## config.mk

```make
export PLATFORM = sky130hd
export DESIGN_NAME = linear_probe_hash_table
export DESIGN_NICKNAME = d
export VERILOG_FILES = /design/src/rtl/lph_pkg.sv /design/src/rtl/lph_ram.sv /design/src/rtl/lph_hash.sv /design/src/rtl/linear_probe_hash_table.sv
export SDC_FILE = /design/constraint.sdc
export NUM_CORES = 1
export LEC_CHECK = 0
export ABC_AREA = 1
export BUFFER_PORTS_ARGS = -buffer_cell sky130_fd_sc_hd__buf_2
export CORE_MARGIN = 4
export CORE_UTILIZATION = 30
export CTS_BUF_LIST = sky130_fd_sc_hd__clkbuf_2
export CTS_CLUSTER_DIAMETER = 60
export DETAILED_ROUTE_END_ITERATION = 10
export GPL_TIMING_DRIVEN = 0
export PLACE_DENSITY_LB_ADDON = 0.15
export SLEW_MARGIN = 30
export SYNTH_ARGS = -nofsm -noshare
export SYNTH_HDL_FRONTEND = slang
export SYNTH_SLANG_ARGS = --single-unit
export TNS_END_PERCENT = 10
```

## constraint.sdc

```tcl
create_clock -name clk -period 4.7 [get_ports clk]
set_clock_uncertainty 0.15 [all_clocks]
set_input_delay 0.705 -clock clk [delete_from_list [all_inputs] [get_ports clk]]
set_output_delay 0.705 -clock clk [all_outputs]
set_load 0.05 [all_outputs]
```

## src/rtl/lph_pkg.sv

```systemverilog
`default_nettype none

package lph_pkg;

    localparam int SLOTS_DEFAULT = 16;

    localparam int MODE_W       = 2;
    localparam int KEY_W        = 31;
    localparam int SLOT_FIELD_W = 4;

    typedef enum logic [MODE_W-1:0] {
        MODE_INSERT = 2'd0,
        MODE_DELETE = 2'd1,
        MODE_SEARCH = 2'd2
    } mode_t;

    typedef enum logic [2:0] {
        ST_CLEAR,
        ST_IDLE,
        ST_HASH,
        ST_PROBE,
        ST_RESULT
    } state_t;

endpackage

`default_nettype wire

```

## src/rtl/lph_ram.sv

```systemverilog
`default_nettype none

module lph_ram #(
    parameter int WIDTH = 32,
    parameter int DEPTH = 16
) (
    input  wire logic                     clk,
    input  wire logic                     we,
    input  wire logic [$clog2(DEPTH)-1:0] waddr,
    input  wire logic [WIDTH-1:0]         wdata,
    input  wire logic [$clog2(DEPTH)-1:0] raddr,
    output logic      [WIDTH-1:0]         rdata
);

    logic [WIDTH-1:0] mem [DEPTH];

    always_ff @(posedge clk)
    begin
        if (we)
        begin
            mem[waddr] <= wdata;
        end
        rdata <= mem[raddr];
    end

endmodule

`default_nettype wire

```

## src/rtl/lph_hash.sv

```systemverilog
`default_nettype none

module lph_hash #(
    parameter int SLOTS = lph_pkg::SLOTS_DEFAULT
) (
    input  wire logic                       clk,
    input  wire logic                       rst_n,
    input  wire logic                       start,
    input  wire logic [lph_pkg::KEY_W-1:0]  key,
    output logic                            done,
    output logic      [$clog2(SLOTS)-1:0]   home
);

    import lph_pkg::*;

    localparam int ADDR_W = $clog2(SLOTS);
    localparam int NIB_N  = (KEY_W + 3) / 4;
    localparam int PAD_W  = NIB_N * 4;
    localparam int SUM_W  = ADDR_W + 3;
    localparam int TBL_W  = NIB_N * 16 * ADDR_W;

    // residue of every nibble value at every nibble position
    function automatic logic [TBL_W-1:0] residue_table();
        logic [TBL_W-1:0] t;
        int               p;
        t = '0;
        p = 1 % SLOTS;
        for (int j = 0; j < NIB_N; j++)
        begin
            for (int v = 0; v < 16; v++)
            begin
                t[(j * 16 + v) * ADDR_W +: ADDR_W] = ADDR_W'((v * p) % SLOTS);
            end
            p = (p * 16) % SLOTS;
        end
        return t;
    endfunction

    localparam logic [TBL_W-1:0] RES_TBL = residue_table();
    localparam logic [SUM_W-1:0] MOD_X1  = SUM_W'(SLOTS);
    localparam logic [SUM_W-1:0] MOD_X2  = SUM_W'(SLOTS * 2);
    localparam logic [SUM_W-1:0] MOD_X4  = SUM_W'(SLOTS * 4);

    logic [PAD_W-1:0]  key_pad;
    logic [SUM_W-1:0]  fold;
    logic [SUM_W-1:0]  fold_reg;
    logic              fold_vld_reg;
    logic [SUM_W-1:0]  red;
    logic              done_reg;
    logic [ADDR_W-1:0] rem_reg;
    logic [ADDR_W-1:0] rem_next;

    assign key_pad = PAD_W'(key);

    // sum of nibble residues stays below eight times the slot count
    always_comb
    begin
        fold = '0;
        for (int j = 0; j < NIB_N; j++)
        begin
            fold = fold + SUM_W'(RES_TBL[(j * 16 + int'(key_pad[j*4 +: 4])) * ADDR_W +: ADDR_W]);
        end
    end

    always_comb
    begin
        red = fold_reg;
        if (red >= MOD_X4)
        begin
            red = red - MOD_X4;
        end
        if (red >= MOD_X2)
        begin
            red = red - MOD_X2;
        end
        if (red >= MOD_X1)
        begin
            red = red - MOD_X1;
        end
        rem_next = red[ADDR_W-1:0];
    end

    always_ff @(posedge clk or negedge rst_n)
    begin
        if (!rst_n)
        begin
            fold_vld_reg <= 1'b0;
            done_reg     <= 1'b0;
        end
        else
        begin
            fold_vld_reg <= start;
            done_reg     <= fold_vld_reg;
        end
    end

    always_ff @(posedge clk)
    begin
        if (start)
        begin
            fold_reg <= fold;
        end
        if (fold_vld_reg)
        begin
            rem_reg <= rem_next;
        end
    end

    assign done = done_reg;
    assign home = rem_reg;

endmodule

`default_nettype wire

```

## src/rtl/linear_probe_hash_table.sv

```systemverilog
// channel  | signals                  | direction | notes
// ---------+--------------------------+-----------+---------------------------------
// request  | in_valid in_stall mode key  | in     | one word in flight at a time
// result   | out_valid out_stall status slot | out | one word per request, registered
//
// a request first forms its home slot (nibble residues summed and registered, then
// brought below SLOTS and registered), then probes the slot memory, one slot read a
// cycle, checking each slot of the ring at most once, and then hands over its result.
// after reset the slot memory is swept empty, one entry a cycle; in_stall stays
// high meanwhile.
// a stalled result is held in the output register; the next request is taken
// meanwhile and waits for it only at its own end.
`default_nettype none

module linear_probe_hash_table #(
    parameter int SLOTS = lph_pkg::SLOTS_DEFAULT
) (
    input  wire logic                              clk,
    input  wire logic                              rst_n,
    input  wire logic                              in_valid,
    output logic                                   in_stall,
    input  wire logic [lph_pkg::MODE_W-1:0]        mode,
    input  wire logic [lph_pkg::KEY_W-1:0]         key,
    output logic                                   out_valid,
    input  wire logic                              out_stall,
    output logic                                   status,
    output logic      [lph_pkg::SLOT_FIELD_W-1:0]  slot
);

    import lph_pkg::*;

    localparam int ADDR_W = $clog2(SLOTS);
    localparam int WORD_W = KEY_W + 1;
    localparam logic [ADDR_W-1:0] ADDR_LAST = ADDR_W'(SLOTS - 1);

    state_t st_reg;
    state_t st_next;

    logic [ADDR_W-1:0]       clr_addr_reg;
    logic [ADDR_W-1:0]       addr_reg;
    logic [ADDR_W-1:0]       addr_inc;
    logic [ADDR_W-1:0]       chk_addr_reg;
    logic [ADDR_W-1:0]       chk_cnt_reg;
    logic                    chk_vld_reg;
    logic [MODE_W-1:0]       mode_reg;
    logic [KEY_W-1:0]        key_reg;
    logic                    res_status_reg;
    logic [SLOT_FIELD_W-1:0] res_slot_reg;
    logic                    out_valid_reg;
    logic                    out_valid_next;
    logic                    status_reg;
    logic [SLOT_FIELD_W-1:0] slot_reg;

    logic                    hash_start;
    logic                    hash_done;
    logic [ADDR_W-1:0]       hash_home;

    logic                    ram_we;
    logic [ADDR_W-1:0]       ram_waddr;
    logic [WORD_W-1:0]       ram_wdata;
    logic [ADDR_W-1:0]       ram_raddr;
    logic [WORD_W-1:0]       ram_rdata;

    logic                    rd_occ;
    logic [KEY_W-1:0]        rd_key;
    logic                    hit;
    logic                    term;
    logic                    accept;
    logic                    out_free;
    logic                    out_load;

    lph_hash #(
        .SLOTS (SLOTS)
    ) u_hash (
        .clk   (clk),
        .rst_n (rst_n),
        .start (hash_start),
        .key   (key),
        .done  (hash_done),
        .home  (hash_home)
    );

    // each entry: occupied flag above the stored key
    lph_ram #(
        .WIDTH (WORD_W),
        .DEPTH (SLOTS)
    ) u_ram (
        .clk   (clk),
        .we    (ram_we),
        .waddr (ram_waddr),
        .wdata (ram_wdata),
        .raddr (ram_raddr),
        .rdata (ram_rdata)
    );

    assign rd_occ   = ram_rdata[KEY_W];
    assign rd_key   = ram_rdata[KEY_W-1:0];
    assign addr_inc = (addr_reg == ADDR_LAST) ? '0 : addr_reg + 1'b1;
    assign accept   = in_valid && !in_stall;
    assign out_free = !out_valid_reg || !out_stall;
    assign out_load = (st_reg == ST_RESULT) && out_free;

    always_comb
    begin
        hit = 1'b0;
        if (chk_vld_reg)
        begin
            if (mode_reg == MODE_INSERT)
            begin
                hit = !rd_occ;
            end
            else if (mode_reg == MODE_DELETE || mode_reg == MODE_SEARCH)
            begin
                hit = rd_occ && (rd_key == key_reg);
            end
        end
    end

    // stop on a hit or once every slot of the ring has been looked at
    assign term = chk_vld_reg && (hit || chk_cnt_reg == ADDR_LAST);

    always_comb
    begin
        st_next = st_reg;
        case (st_reg)
            ST_CLEAR:
            begin
                if (clr_addr_reg == ADDR_LAST)
                begin
                    st_next = ST_IDLE;
                end
            end
            ST_IDLE:
            begin
                if (in_valid)
                begin
                    st_next = ST_HASH;
                end
            end
            ST_HASH:
            begin
                if (hash_done)
                begin
                    st_next = ST_PROBE;
                end
            end
            ST_PROBE:
            begin
                if (term)
                begin
                    st_next = ST_RESULT;
                end
            end
            ST_RESULT:
            begin
                if (out_free)
                begin
                    st_next = ST_IDLE;
                end
            end
            default:
            begin
                st_next = ST_CLEAR;
            end
        endcase
    end

    always_comb
    begin
        in_stall   = 1'b1;
        hash_start = 1'b0;
        ram_we     = 1'b0;
        ram_waddr  = chk_addr_reg;
        ram_wdata  = '0;
        ram_raddr  = addr_reg;
        case (st_reg)
            ST_CLEAR:
            begin
                ram_we    = 1'b1;
                ram_waddr = clr_addr_reg;
            end
            ST_IDLE:
            begin
                in_stall   = 1'b0;
                hash_start = in_valid;
            end
            ST_PROBE:
            begin
                if (term && hit && mode_reg == MODE_INSERT)
                begin
                    ram_we    = 1'b1;
                    ram_wdata = {1'b1, key_reg};
                end
                else if (term && hit && mode_reg == MODE_DELETE)
                begin
                    ram_we = 1'b1;
                end
            end
            default:
            begin
                in_stall = 1'b1;
            end
        endcase
    end

    always_comb
    begin
        out_valid_next = out_valid_reg;
        if (out_load)
        begin
            out_valid_next = 1'b1;
        end
        else if (!out_stall)
        begin
            out_valid_next = 1'b0;
        end
    end

    always_ff @(posedge clk or negedge rst_n)
    begin
        if (!rst_n)
        begin
            st_reg        <= ST_CLEAR;
            clr_addr_reg  <= '0;
            chk_vld_reg   <= 1'b0;
            chk_cnt_reg   <= '0;
            out_valid_reg <= 1'b0;
        end
        else
        begin
            st_reg        <= st_next;
            out_valid_reg <= out_valid_next;
            chk_vld_reg   <= (st_reg == ST_PROBE) && !term;
            if (st_reg == ST_CLEAR)
            begin
                clr_addr_reg <= clr_addr_reg + 1'b1;
            end
            if (st_reg != ST_PROBE)
            begin
                chk_cnt_reg <= '0;
            end
            else if (chk_vld_reg)
            begin
                chk_cnt_reg <= chk_cnt_reg + 1'b1;
            end
        end
    end

    always_ff @(posedge clk)
    begin
        if (accept)
        begin
            mode_reg <= mode;
            key_reg  <= key;
        end
        if (hash_done)
        begin
            addr_reg <= hash_home;
        end
        else if (st_reg == ST_PROBE)
        begin
            addr_reg <= addr_inc;
        end
        chk_addr_reg <= addr_reg;
        if (term)
        begin
            res_status_reg <= !hit;
            res_slot_reg   <= hit ? SLOT_FIELD_W'(chk_addr_reg) : '0;
        end
        if (out_load)
        begin
            status_reg <= res_status_reg;
            slot_reg   <= res_slot_reg;
        end
    end

    assign out_valid = out_valid_reg;
    assign status    = status_reg;
    assign slot      = slot_reg;

endmodule

`default_nettype wire

```

# After elaboration in Yosys (flattened, before gate mapping)
# Memories as Yosys holds them, arrays and structs flattened. A register that Yosys moved wholly into a read port is not among the register bits.
# Index checks and enable logic that the tools add are counted.
[totals]
latchBits = 0
inputBits = 37
word_cells = 116
output_inout_bits = 7
register_bits = 77
mem_bits_rw = 512
mem_count = 1
romBits = 0
[op_classes]
reduce_logical = 21
muxes = 29
bitwise = 0
n_eq_ne = 17
n_shift = 8
magnitude_cmp = 3
multipliers = 0
div = 0
addsub = 20
[mem_list]
columns = ["name", "depth", "width", "rd", "rd_clocked_by_memory_dff", "wr", "line_no", "source"]
rows = [
  ["u_ram.mem", 16, 32, 1, 1, 1, "lph_ram.sv:15", "logic [WIDTH-1:0] mem [DEPTH];"],
]
[ops]
columns = ["op", "count"]
rows = [
  ["$shiftx A512 B32 Y4 const A", 7],
  ["$shiftx A512 B7 Y4 const A", 1],
  ["$mux W32", 2],
  ["$add A7 B4 Y7", 6],
  ["$eq A31 B31 Y1", 1],
  ["$mux W4", 7],
  ["$add A7 B4 Y8 const A", 3],
  ["$mux W3", 5],
  ["$pmux W3 S5", 1],
  ["$add A6 B4 Y7 const A", 2],
  ["$mux W7", 2],
  ["$add A4 B1 Y4 const B", 3],
  ["$eq A4 B4 Y1 const B", 3],
  ["$mux W1", 11],
  ["$add A7 B3 Y8 const A", 1],
  ["$logic_and A1 B1 Y1", 8],
  ["$ne A2 B2 Y1 const B", 4],
  ["$ge A7 B5 Y1 const B", 1],
  ["$ge A7 B6 Y1 const B", 1],
  ["$ge A7 B7 Y1 const B", 1],
  ["$sub A7 B6 Y7 const B", 1],
  ["$sub A7 B7 Y7 const B", 1],
  ["$add A5 B4 Y6 const A", 1],
  ["$eq A3 B2 Y1 const B", 2],
  ["15 further kinds", 23],
]

# Logic depth before layout (Yosys ltp)
# Gate-level depths: netlist of run 1.
[depth]
word_depth = 14
ltp_mapped = 13

# Modules after synthesis
# From an unflattened synthesis of run 1, not the netlist that was laid out.
[hier_totals]
cells_unflattened = 2493
area_unflattened_um2 = 26216.4
[by_module_without_submodules]
columns = ["mod", "instances", "cells_per_inst", "area_per_inst_um2"]
rows = [
  ["lph_ram", 1, 2120, 22730.6],
  ["linear_probe_hash_table", 1, 363, 3195.6],
  ["lph_hash", 1, 10, 290.3],
]

# Worst setup path before layout of run 1
# Ideal clock, no wire load.
[synth_timing]
kind = "reg2reg"
from = "register mode_reg[0]"
to = "memory u_ram.mem[3][0] (enable)"
required_ns = 4.118
synth_period_minus_slack_ns = 3.560
arrival_time_ns = 2.978
stages_incl_launch_ff = 8
path_slack_ns = 1.140
path_buffers = 0
path_cell_list = "edfxtp_1 > inv_1 > ha_1 > a21oi_2 > nand2_1 > nor2_2 > nor2_1 > a21oi_1"
[synth_between]
elab_chain_cells = 14
word_cells_on_any_way = 17
classes_between = "eq/ne (2); mux (8); reduce/logical (7)"
[synth_lines]
columns = ["item", "line_no", "source"]
rows = [
  ["start, declared", "linear_probe_hash_table.sv:45", "logic [MODE_W-1:0] mode_reg;"],
  ["start signal, assigned", "linear_probe_hash_table.sv:253", "mode_reg <= mode;"],
  ["$eq A2 B1 Y1 or $eq A2 B2 Y1 (tied branches)", "linear_probe_hash_table.sv:112, linear_probe_hash_table.sv:194", ""],
  ["$logic_or A1 B1 Y1", "linear_probe_hash_table.sv:112", "else if (mode_reg == MODE_DELETE || mode_reg == MODE_SEARCH)"],
  ["$mux W1", "linear_probe_hash_table.sv:112", ""],
  ["$mux W1", "linear_probe_hash_table.sv:108", "if (mode_reg == MODE_INSERT)"],
  ["$mux W1", "linear_probe_hash_table.sv:106", "if (chk_vld_reg)"],
  ["$logic_or A1 B1 Y1", "linear_probe_hash_table.sv:120", "assign term = chk_vld_reg && (hit || chk_cnt_reg == ADDR_LAST);"],
  ["$logic_and A1 B1 Y1", "linear_probe_hash_table.sv:120", ""],
  ["$logic_and A1 B1 Y1", "linear_probe_hash_table.sv:189, linear_probe_hash_table.sv:194", ""],
  ["$logic_and A1 B1 Y1", "linear_probe_hash_table.sv:194", "else if (term && hit && mode_reg == MODE_DELETE)"],
  ["$mux W1", "linear_probe_hash_table.sv:194", ""],
  ["$mux W1 *", "linear_probe_hash_table.sv:189", "if (term && hit && mode_reg == MODE_INSERT)"],
  ["$pmux W1 S2 *", "linear_probe_hash_table.sv:176", "case (st_reg)"],
  ["$mux W1 *", "lph_ram.sv:19", "if (we)"],
  ["$mux W1 (implied by the code) *", "lph_ram.sv:21", "mem[waddr] <= wdata;"],
  ["end, declared", "lph_ram.sv:15", ""],
]
# Every way passes the cells marked *; elsewhere a longest branch is shown, timed or not.

# Worst setup path in the final report of run 1
[layout_timing]
from = "register key_reg[3]"
to = "memory u_ram.mem[14][20] (enable)"
[layout_between]
elab_chain_cells = 14
word_cells_on_any_way = 15
classes_between = "eq/ne (1); mux (8); reduce/logical (6)"
[layout_lines]
columns = ["item", "line_no", "source"]
rows = [
  ["start, declared", "linear_probe_hash_table.sv:46", "logic [KEY_W-1:0] key_reg;"],
  ["start signal, assigned", "linear_probe_hash_table.sv:254", "key_reg <= key;"],
  ["$eq A31 B31 Y1 *", "linear_probe_hash_table.sv:114", "hit = rd_occ && (rd_key == key_reg);"],
  ["$logic_and A1 B1 Y1 *", "linear_probe_hash_table.sv:114", ""],
  ["$mux W1 *", "linear_probe_hash_table.sv:112", ""],
  ["$mux W1 *", "linear_probe_hash_table.sv:108", ""],
  ["$mux W1 *", "linear_probe_hash_table.sv:106", ""],
  ["$logic_or A1 B1 Y1", "linear_probe_hash_table.sv:120", ""],
  ["$logic_and A1 B1 Y1", "linear_probe_hash_table.sv:120", ""],
  ["$logic_and A1 B1 Y1 *", "linear_probe_hash_table.sv:189, linear_probe_hash_table.sv:194", ""],
  ["$logic_and A1 B1 Y1", "linear_probe_hash_table.sv:194", ""],
  ["$mux W1", "linear_probe_hash_table.sv:194", ""],
  ["$mux W1 *", "linear_probe_hash_table.sv:189", ""],
  ["$pmux W1 S2 *", "linear_probe_hash_table.sv:176", ""],
  ["$mux W1 *", "lph_ram.sv:19", ""],
  ["$mux W1 (implied by the code) *", "lph_ram.sv:21", ""],
]
# Marked as above.

==> results of run 1 <==
-- what timing repair did --
item                                   CTS  global route
hold buffers                            72             0
endpoints found under the hold margin   91             0
gates resized for setup                  0             0
-- layout by cell type (no fill, tap or decap), drive strengths merged --
master       Yosys  final
and3             1      1
xor2             2      2
a21oi          153    153
nor2            64     64
nand2          149    149
o211ai         128    128
or2              1      1
ha               5      5
a31oi            2      2
clkinvlp         0      4
diode            0      8
mux2i          128    128
xnor2           10     10
dlygate4sd3      0     72
clkbuf          56    316
buf             42    134
nor4             1      1
clkinv           1     23
edfxtp         563    563
nand4            4      4
o21ai          177    177
inv            216    218
nand3           36     36
dfxtp           36     36
o22ai            2      2
dfrtp           15     15
nor3             2      2
bufinv           0      6
-- through the flow --
step | utilization [%] | setup slack (ps) | TNS (ps) | power (mW)
finish | 36.8 | 723 | 0 | 18.3
global route | 36.8 | 606 | 0 | 19.3
CTS | 36.8 | 747 | 0 | 18.4
detailed placement | 33.9 | 775 | 0 | 14.3
global placement | 32.3 | -2320 | -632840 | 13.8
floorplan | - | 1140 | 0 | 11.1
-- Yosys cell counts (15+ instances only) --
library cell / n / area (um^2)
edfxtp_1: 563 / 16900
inv_1: 214 / 803
o21ai_0: 175 / 876
nand2_1: 148 / 556
a21oi_1: 140 / 701
mux2i_1: 128 / 1280
o211ai_1: 128 / 961
nor2_1: 59 / 221
clkbuf_1: 56 / 210
dfxtp_1: 36 / 721
nand3_1: 34 / 170
buf_4: 18 / 135
buf_2: 17 / 85.1
dfrtp_1: 15 / 375
-- cell families after synthesis --
group                      synth area share (%)
DFF                                        73.5
AOI/OAI and AO/OA                          11.0
buffers and inverters                      5.25
and+or+nand+nor                            4.37
muxes                                      5.23
xor gates and xnor gates                  0.429
adders and majority gates                 0.255
-- per-layer routing --
layer | track usage (%) | up-vias | part of all wire, %
met5 | 0 | - | 0
met4 | 7.27 | 0 | 3.0
met3 | 4.45 | 120 | 6.4
li1 | - | 7293 | -
met1 | 25.4 | 8021 | 46
met2 | 28.3 | 573 | 45
-- cell type report --
class	count	area, um^2	share of cell area (%)
clock inverter	34	313	1.05
clock buffer	260	1300	4.38
inverter	217	815	2.74
buffer	98	480	1.62
sequential	614	18000	60.6
timing repair buffer	164	2030	6.84
multi-input combinational	865	5440	18.3
antenna	8	20.0	0.0673
tap	1060	1330	4.46
-- critical path, cell delays in order, from the launching register on --
cell and delay (ps):
edfxtp_1 530, xnor2_1 470, nand2_1 220, nor2_1 140, nand2_1 50, nor2_1 310
nand3_2 260, nand2_2 170, nand3_4 210, buf_6 260, a21oi_4 570, buf_8 270
-- how the worst max path moves through the flow --
| stage | startpoint | to | cells past startpoint |
|---|---|---|---|
| after global placement | key_reg[3]$_DFFE_PP_ | u_ram.mem[3][15]$_DFFE_PP_ | 9 |
| after global routing | key_reg[3]$_DFFE_PP_ | u_ram.mem[14][20]$_DFFE_PP_ | 11 |
| after detailed placement | key_reg[3]$_DFFE_PP_ | u_ram.mem[14][14]$_DFFE_PP_ | 11 |
| after CTS | key_reg[3]$_DFFE_PP_ | u_ram.mem[14][20]$_DFFE_PP_ | 11 |
| final | key_reg[3]$_DFFE_PP_ | u_ram.mem[14][20]$_DFFE_PP_ | 11 |
| after floorplan | mode_reg[0]$_DFFE_PP_ | u_ram.mem[3][0]$_DFFE_PP_ | 7 |
-- report_power, final --
part	switching [mW]	internal [mW]	total, mW
clock	2.26	1.78	4.05
combinational	4.74	2.04	6.78
sequential	0.376	7.08	7.46
total	7.38	10.9	18.3
==> results.txt, run 1 <==
Status - finished, final reports clean
1st-iter DRT viols - 1396
Routed wire length - 79600 um
Pins over their slew limit - 0
Post-DRT Antenna Nets - 0
Final period util - 84.6%
WS Path Type - flip-flop to flip-flop
I/O pin cnt - 44
Avg WL per Cell - 24.0 um
Reg2Reg Setup Slack - 720 ps
Hold Slack - 225 ps
Crit path capture type - flip-flop
Mapped Area - 24500 um^2
Number of global-route vias before repair - 15772
Clock buffer depth - 3
DRC - 0
Worst skew pair latency - 1370 ps
Routed via count - 16007
DR vias/cell - 4.82
Fin. Hold Viols - 0
Largest register FFs - 512
Nets - 2164
Worst-path maximum fanout - 12
Grt total ovfl - 0
First-pass GRT wire length - 113000 um
Area of the core - 80700 um^2
Largest net degree at the start of global routing - 19
Post-Place Cells - 2946
Worst-margin pin slew - 1040 ps
Post-route design area - 29700 um^2
Setup Fix Bufs, Post-CTS - 0
Min cycle time layout - 3980 ps
Seq/Total Area, Yosys - 73.5%
#FFs+latches synth - 614
VDD IR-drop max - 0.263 mV
Gpl congestion - 0.785
Die ar. - 86300 um^2
Worst Path Required - 5560 ps
Power per cell area - 615 nW/um^2
CTS sink cnt - 614
Syn avg cell area - 13.7 um^2
Reg2Reg Depth - 11
Reg clk slew, reported paths - 110 ps
Hold Crit Class - primary input to flip-flop
Rel. slew slack - 31.0%
WP data arrival - 4830 ps
Unique cell type count in the Yosys netlist - 35
FMAX - 251 MHz
Start of the worst register-to-register path - key_reg[3]$_DFFE_PP_
Initial antenna violation count - 2
DRT Pass-1 Iters - 5
Share of cells above drive strength 1 - 21.0%
Leak pwr - 11.0 nW
Worst R2R End - u_ram.mem[14][20]$_DFFE_PP_
Initial Utilization - 30.4%
Chip width - 294 um
Total CTS buffers - 162
Top FF cell, synth - edfxtp_1
Worst hold endpoint - status$_DFFE_PP_
Async S/R FF share, synth - 2.44%
RSZ-0062 raised after global routing - no
H-tree lvl count - 4
Cell area after placement - 27300 um^2
Site Rows - 104
Total of warnings raised by yosys - 0
Root Buffer - clkbuf_2
GR Util All Layers - 18.5%
Final non-filler cell total - 3320
Port Buffer Count - 43
Die H - 294 um
Synth-to-layout area growth - 21.3%
Max Cap Viol - 0
Hold path cells - 3
Estimated wirelength of the detail-placed design - 54300 um
Mapped Nets - 1836
Post-Synthesis Cells - 1794
FILL cells - 7827
EDFF count, synth - 563
Startpoint Class - flip-flop
Hold Path Origin - out_stall
CTS tree - done
Setup Viol. Count Final - 0
No activity file was read; power rests on OpenSTA's default activity.
==> run 2, diff against run 1 <==
Settings changed: ABC_AREA 1 to 0.
Clock period 4.7 ns to 3.73 ns, I/O delays scaled along.
==> results.txt, run 2 <==
Setup WS post-layout - 102 ps (was 723 ps)
Post-Synthesis Cells - 1024 (was 1794)
Critical-path top delay cell - nor4_4 (was a21oi_4)
Status - finished, final reports clean (unchanged)
Initial antenna violation count - 5 (was 2)
First-pass GRT wire length - 88100 um (was 113000 um)
Avg WL per Cell - 24.1 um (was 24.0 um)
Top FF cell, synth - edfxtp_1 (unchanged)
Setup Viol. Count Final - 0 (unchanged)
Die ar. - 81500 um^2 (was 86300 um^2)
Site Rows - 101 (was 104)
VDD IR-drop max - 0.351 mV (was 0.263 mV)
Mapped Nets - 1066 (was 1836)
Final period util - 97.3% (was 84.6%)
Unique cell type count in the Yosys netlist - 40 (was 35)
I/O pin cnt - 44 (unchanged)
Nets - 1407 (was 2164)
Root Buffer - clkbuf_2 (unchanged)
Pre-CTS setup slack - -894 ps (was 775 ps)
Total of warnings raised by yosys - 0 (unchanged)
Worst-path maximum fanout - 11 (was 12)
Startpoint Class - flip-flop (unchanged)
Multi-input logic area - 5060 um^2 (was 5440 um^2)
Hold Crit Class - flip-flop to flip-flop (was primary input to flip-flop)
Crit path capture type - flip-flop (unchanged)
Pins over their slew limit - 0 (unchanged)
CP cell instances - xnor2_1, nand4_1, nor4_4, a21oi_4, o31a_4, buf_12, nor2_4, clkbuf_16, buf_16, buf_16 (was xnor2_1, nand2_1, nor2_1, nand2_1, nor2_1, nand3_2, nand2_2, nand3_4, buf_6, a21oi_4, buf_8)
Routed via count - 11692 (was 16007)
Largest net degree at the start of global routing - 26 (was 19)
Clock buffer depth - 3 (unchanged)
Leak pwr - 9.20 nW (was 11.0 nW)
Area of the core - 76100 um^2 (was 80700 um^2)
Die H - 285 um (was 294 um)
Max Cap Viol - 0 (unchanged)
Fin. Hold Viols - 0 (unchanged)
Power per cell area - 645 nW/um^2 (was 615 nW/um^2)
CTS tree - done (unchanged)
Max stage delay on crit path - 550 ps (was 570 ps)
H-tree lvl count - 4 (unchanged)
Worst-margin pin slew - 960 ps (was 1040 ps)
Synth area leaders - edfxtp_1 73%, mux4_2 16%, dfxtp_1 3.1%, dfrtp_1 1.6%, xnor2_1 1.3% (was edfxtp_1 69%, mux2i_1 5.2%, o211ai_1 3.9%, o21ai_0 3.6%, inv_1 3.3%)
Grt total ovfl - 0 (unchanged)
Hold Slack - 237 ps (was 225 ps)
Share of the synthesized area in the top cell type - 73.2% (was 69.0%)
Syn avg cell area - 22.6 um^2 (was 13.7 um^2)
Async S/R FF share, synth - 2.44% (unchanged)
Chip width - 285 um (was 294 um)
Seq/Total Area, Yosys - 78.0% (was 73.5%)
Worst Path Required - 4510 ps (was 5560 ps)
Commonest cells after routing, fill and taps aside - 563 x edfxtp_1, 272 x clkbuf_2, 160 x mux4_2 (was 563 x edfxtp_1, 267 x clkbuf_2, 214 x inv_1)
DRT Pass-1 Iters - 5 (unchanged)
DR vias/cell - 4.61 (was 4.82)
Total CTS buffers - 164 (was 162)
Number of global-route vias before repair - 12539 (was 15772)
CTS sink cnt - 614 (unchanged)
Cell taking the most area after synthesis - edfxtp_1 (unchanged)
Top cells by count, synth - 563 x edfxtp_1, 160 x mux4_2, 36 x dfxtp_1 (was 563 x edfxtp_1, 214 x inv_1, 175 x o21ai_0)
Worst skew pair latency - 1280 ps (was 1370 ps)
Min cycle time layout - 3630 ps (was 3980 ps)
Commonest non-fill, non-tap cell in the layout - edfxtp_1 (unchanged)
Reg clk slew, reported paths - 100 ps (was 110 ps)
WP data arrival - 4410 ps (was 4830 ps)
FMAX - 276 MHz (was 251 MHz)
Initial Utilization - 30.4% (about the same)
Largest register FFs - 512 (unchanged)
Rel. slew slack - 36.0% (was 31.0%)
Post-DRT Antenna Nets - 0 (unchanged)
Port Buffer Count - 43 (unchanged)
#FFs+latches synth - 614 (unchanged)
Cell area after placement - 25700 um^2 (was 27300 um^2)
EDFF count, synth - 563 (unchanged)
FILL cells - 7207 (was 7827)
Routed wire length - 61100 um (was 79600 um)
GR Util All Layers - 15.3% (was 18.5%)
Mapped Area - 23100 um^2 (was 24500 um^2)
Estimated wirelength of the detail-placed design - 39000 um (was 54300 um)
WP buf/inv - 4 (was 2)
WS Path Type - flip-flop to flip-flop (unchanged)
Power Total - 18.3 mW (about the same)
RSZ-0062 raised after global routing - yes (was no)
DRC - 0 (unchanged)
Sequential cell area - 18000 um^2 (unchanged)
Most common cell in the netlist - edfxtp_1 (unchanged)
Crit path max-delay family - simple AND/OR/NAND/NOR gates (unchanged)
1st-iter DRT viols - 948 (was 1396)
Top cell by count, worst path - buf_16
Share of cells above drive strength 1 - 40.0% (was 21.0%)
Post-route design area - 28400 um^2 (was 29700 um^2)
Gpl congestion - 0.734 (was 0.785)
Synth-to-layout area growth - 23.0% (was 21.3%)
[run 2: cell type report]
type / instances / share of cell area [%]
diodes: 3 / 0.0264
well taps: 1030 / 4.54
plain buffers: 48 / 0.828
inverters: 3 / 0.0397
repair buffers: 175 / 7.90
multi-input cells: 359 / 17.8
clock buffers: 266 / 4.69
flip-flops and latches: 614 / 63.4
clock inverters: 36 / 0.775
[run 2: layer usage]
metal	share of wire (%)	GRT usage [%]
met1	45	20.8
met2	48	23.9
met3	5.1	4.01
met4	2.0	5.30
met5	0.011	0
[run 2: power breakdown]
group,switching (mW),leakage (nW),total [mW],internal (mW)
Clock,2.82,1.20,4.84,2.02
Sequential,0.283,5.35,8.42,8.13
Combinational,2.70,2.65,5.06,2.36
Total,5.80,9.20,18.3,12.5
[run 2: path summary, 6_finish.rpt]
check                                       from                           to  slack, ps  depth (start not counted)
setup / recovery           key_reg[25]$_DFFE_PP_  u_ram.mem[14][18]$_DFFE_PP_        100                         10
hold / removal             addr_reg[2]$_DFFE_PP_      chk_addr_reg[2]$_DFF_P_        240                          0
setup reg to reg           key_reg[25]$_DFFE_PP_  u_ram.mem[14][18]$_DFFE_PP_        100                         10
hold reg to reg            addr_reg[2]$_DFFE_PP_      chk_addr_reg[2]$_DFF_P_        240                          0
max in group asynchronous                  rst_n   chk_cnt_reg[0]$_DFFE_PN0P_       2620                          3
min in group asynchronous                  rst_n        out_valid$_DFFE_PN0P_        320                          3
[run 2: kinds of logic (layout without fill, tap and decap cells)]
group	after synthesis	in the layout	synth area share, %
other cells	0	3	0
flops	614	614	78.0
buf+inv	51	528	0.964
compound gates	25	25	0.694
mux	163	163	15.7
fa+ha+maj	5	5	0.271
xor+xnor	38	38	1.44
simple gates	128	128	2.93
[run 2: what timing repair did]
item | CTS | global route
gates resized for setup | 9 | 3
pin swaps | 11 | 7
endpoints found under the setup margin | 512 | 203
buffers inserted | 17 | 5
hold buffers | 72 | 0
hold endpoints to repair | 91 | 0
[run 2: through the flow]
step	TNS [ps]	std cells	util [%]
after floorplan	-2640	1024	-
after global placement	-2000710	2097	32.3
after detailed placement	-282440	2135	33.8
after CTS	-12.1	2526	37.2
after global routing	-5570	2533	37.3
final	0	2534	37.3
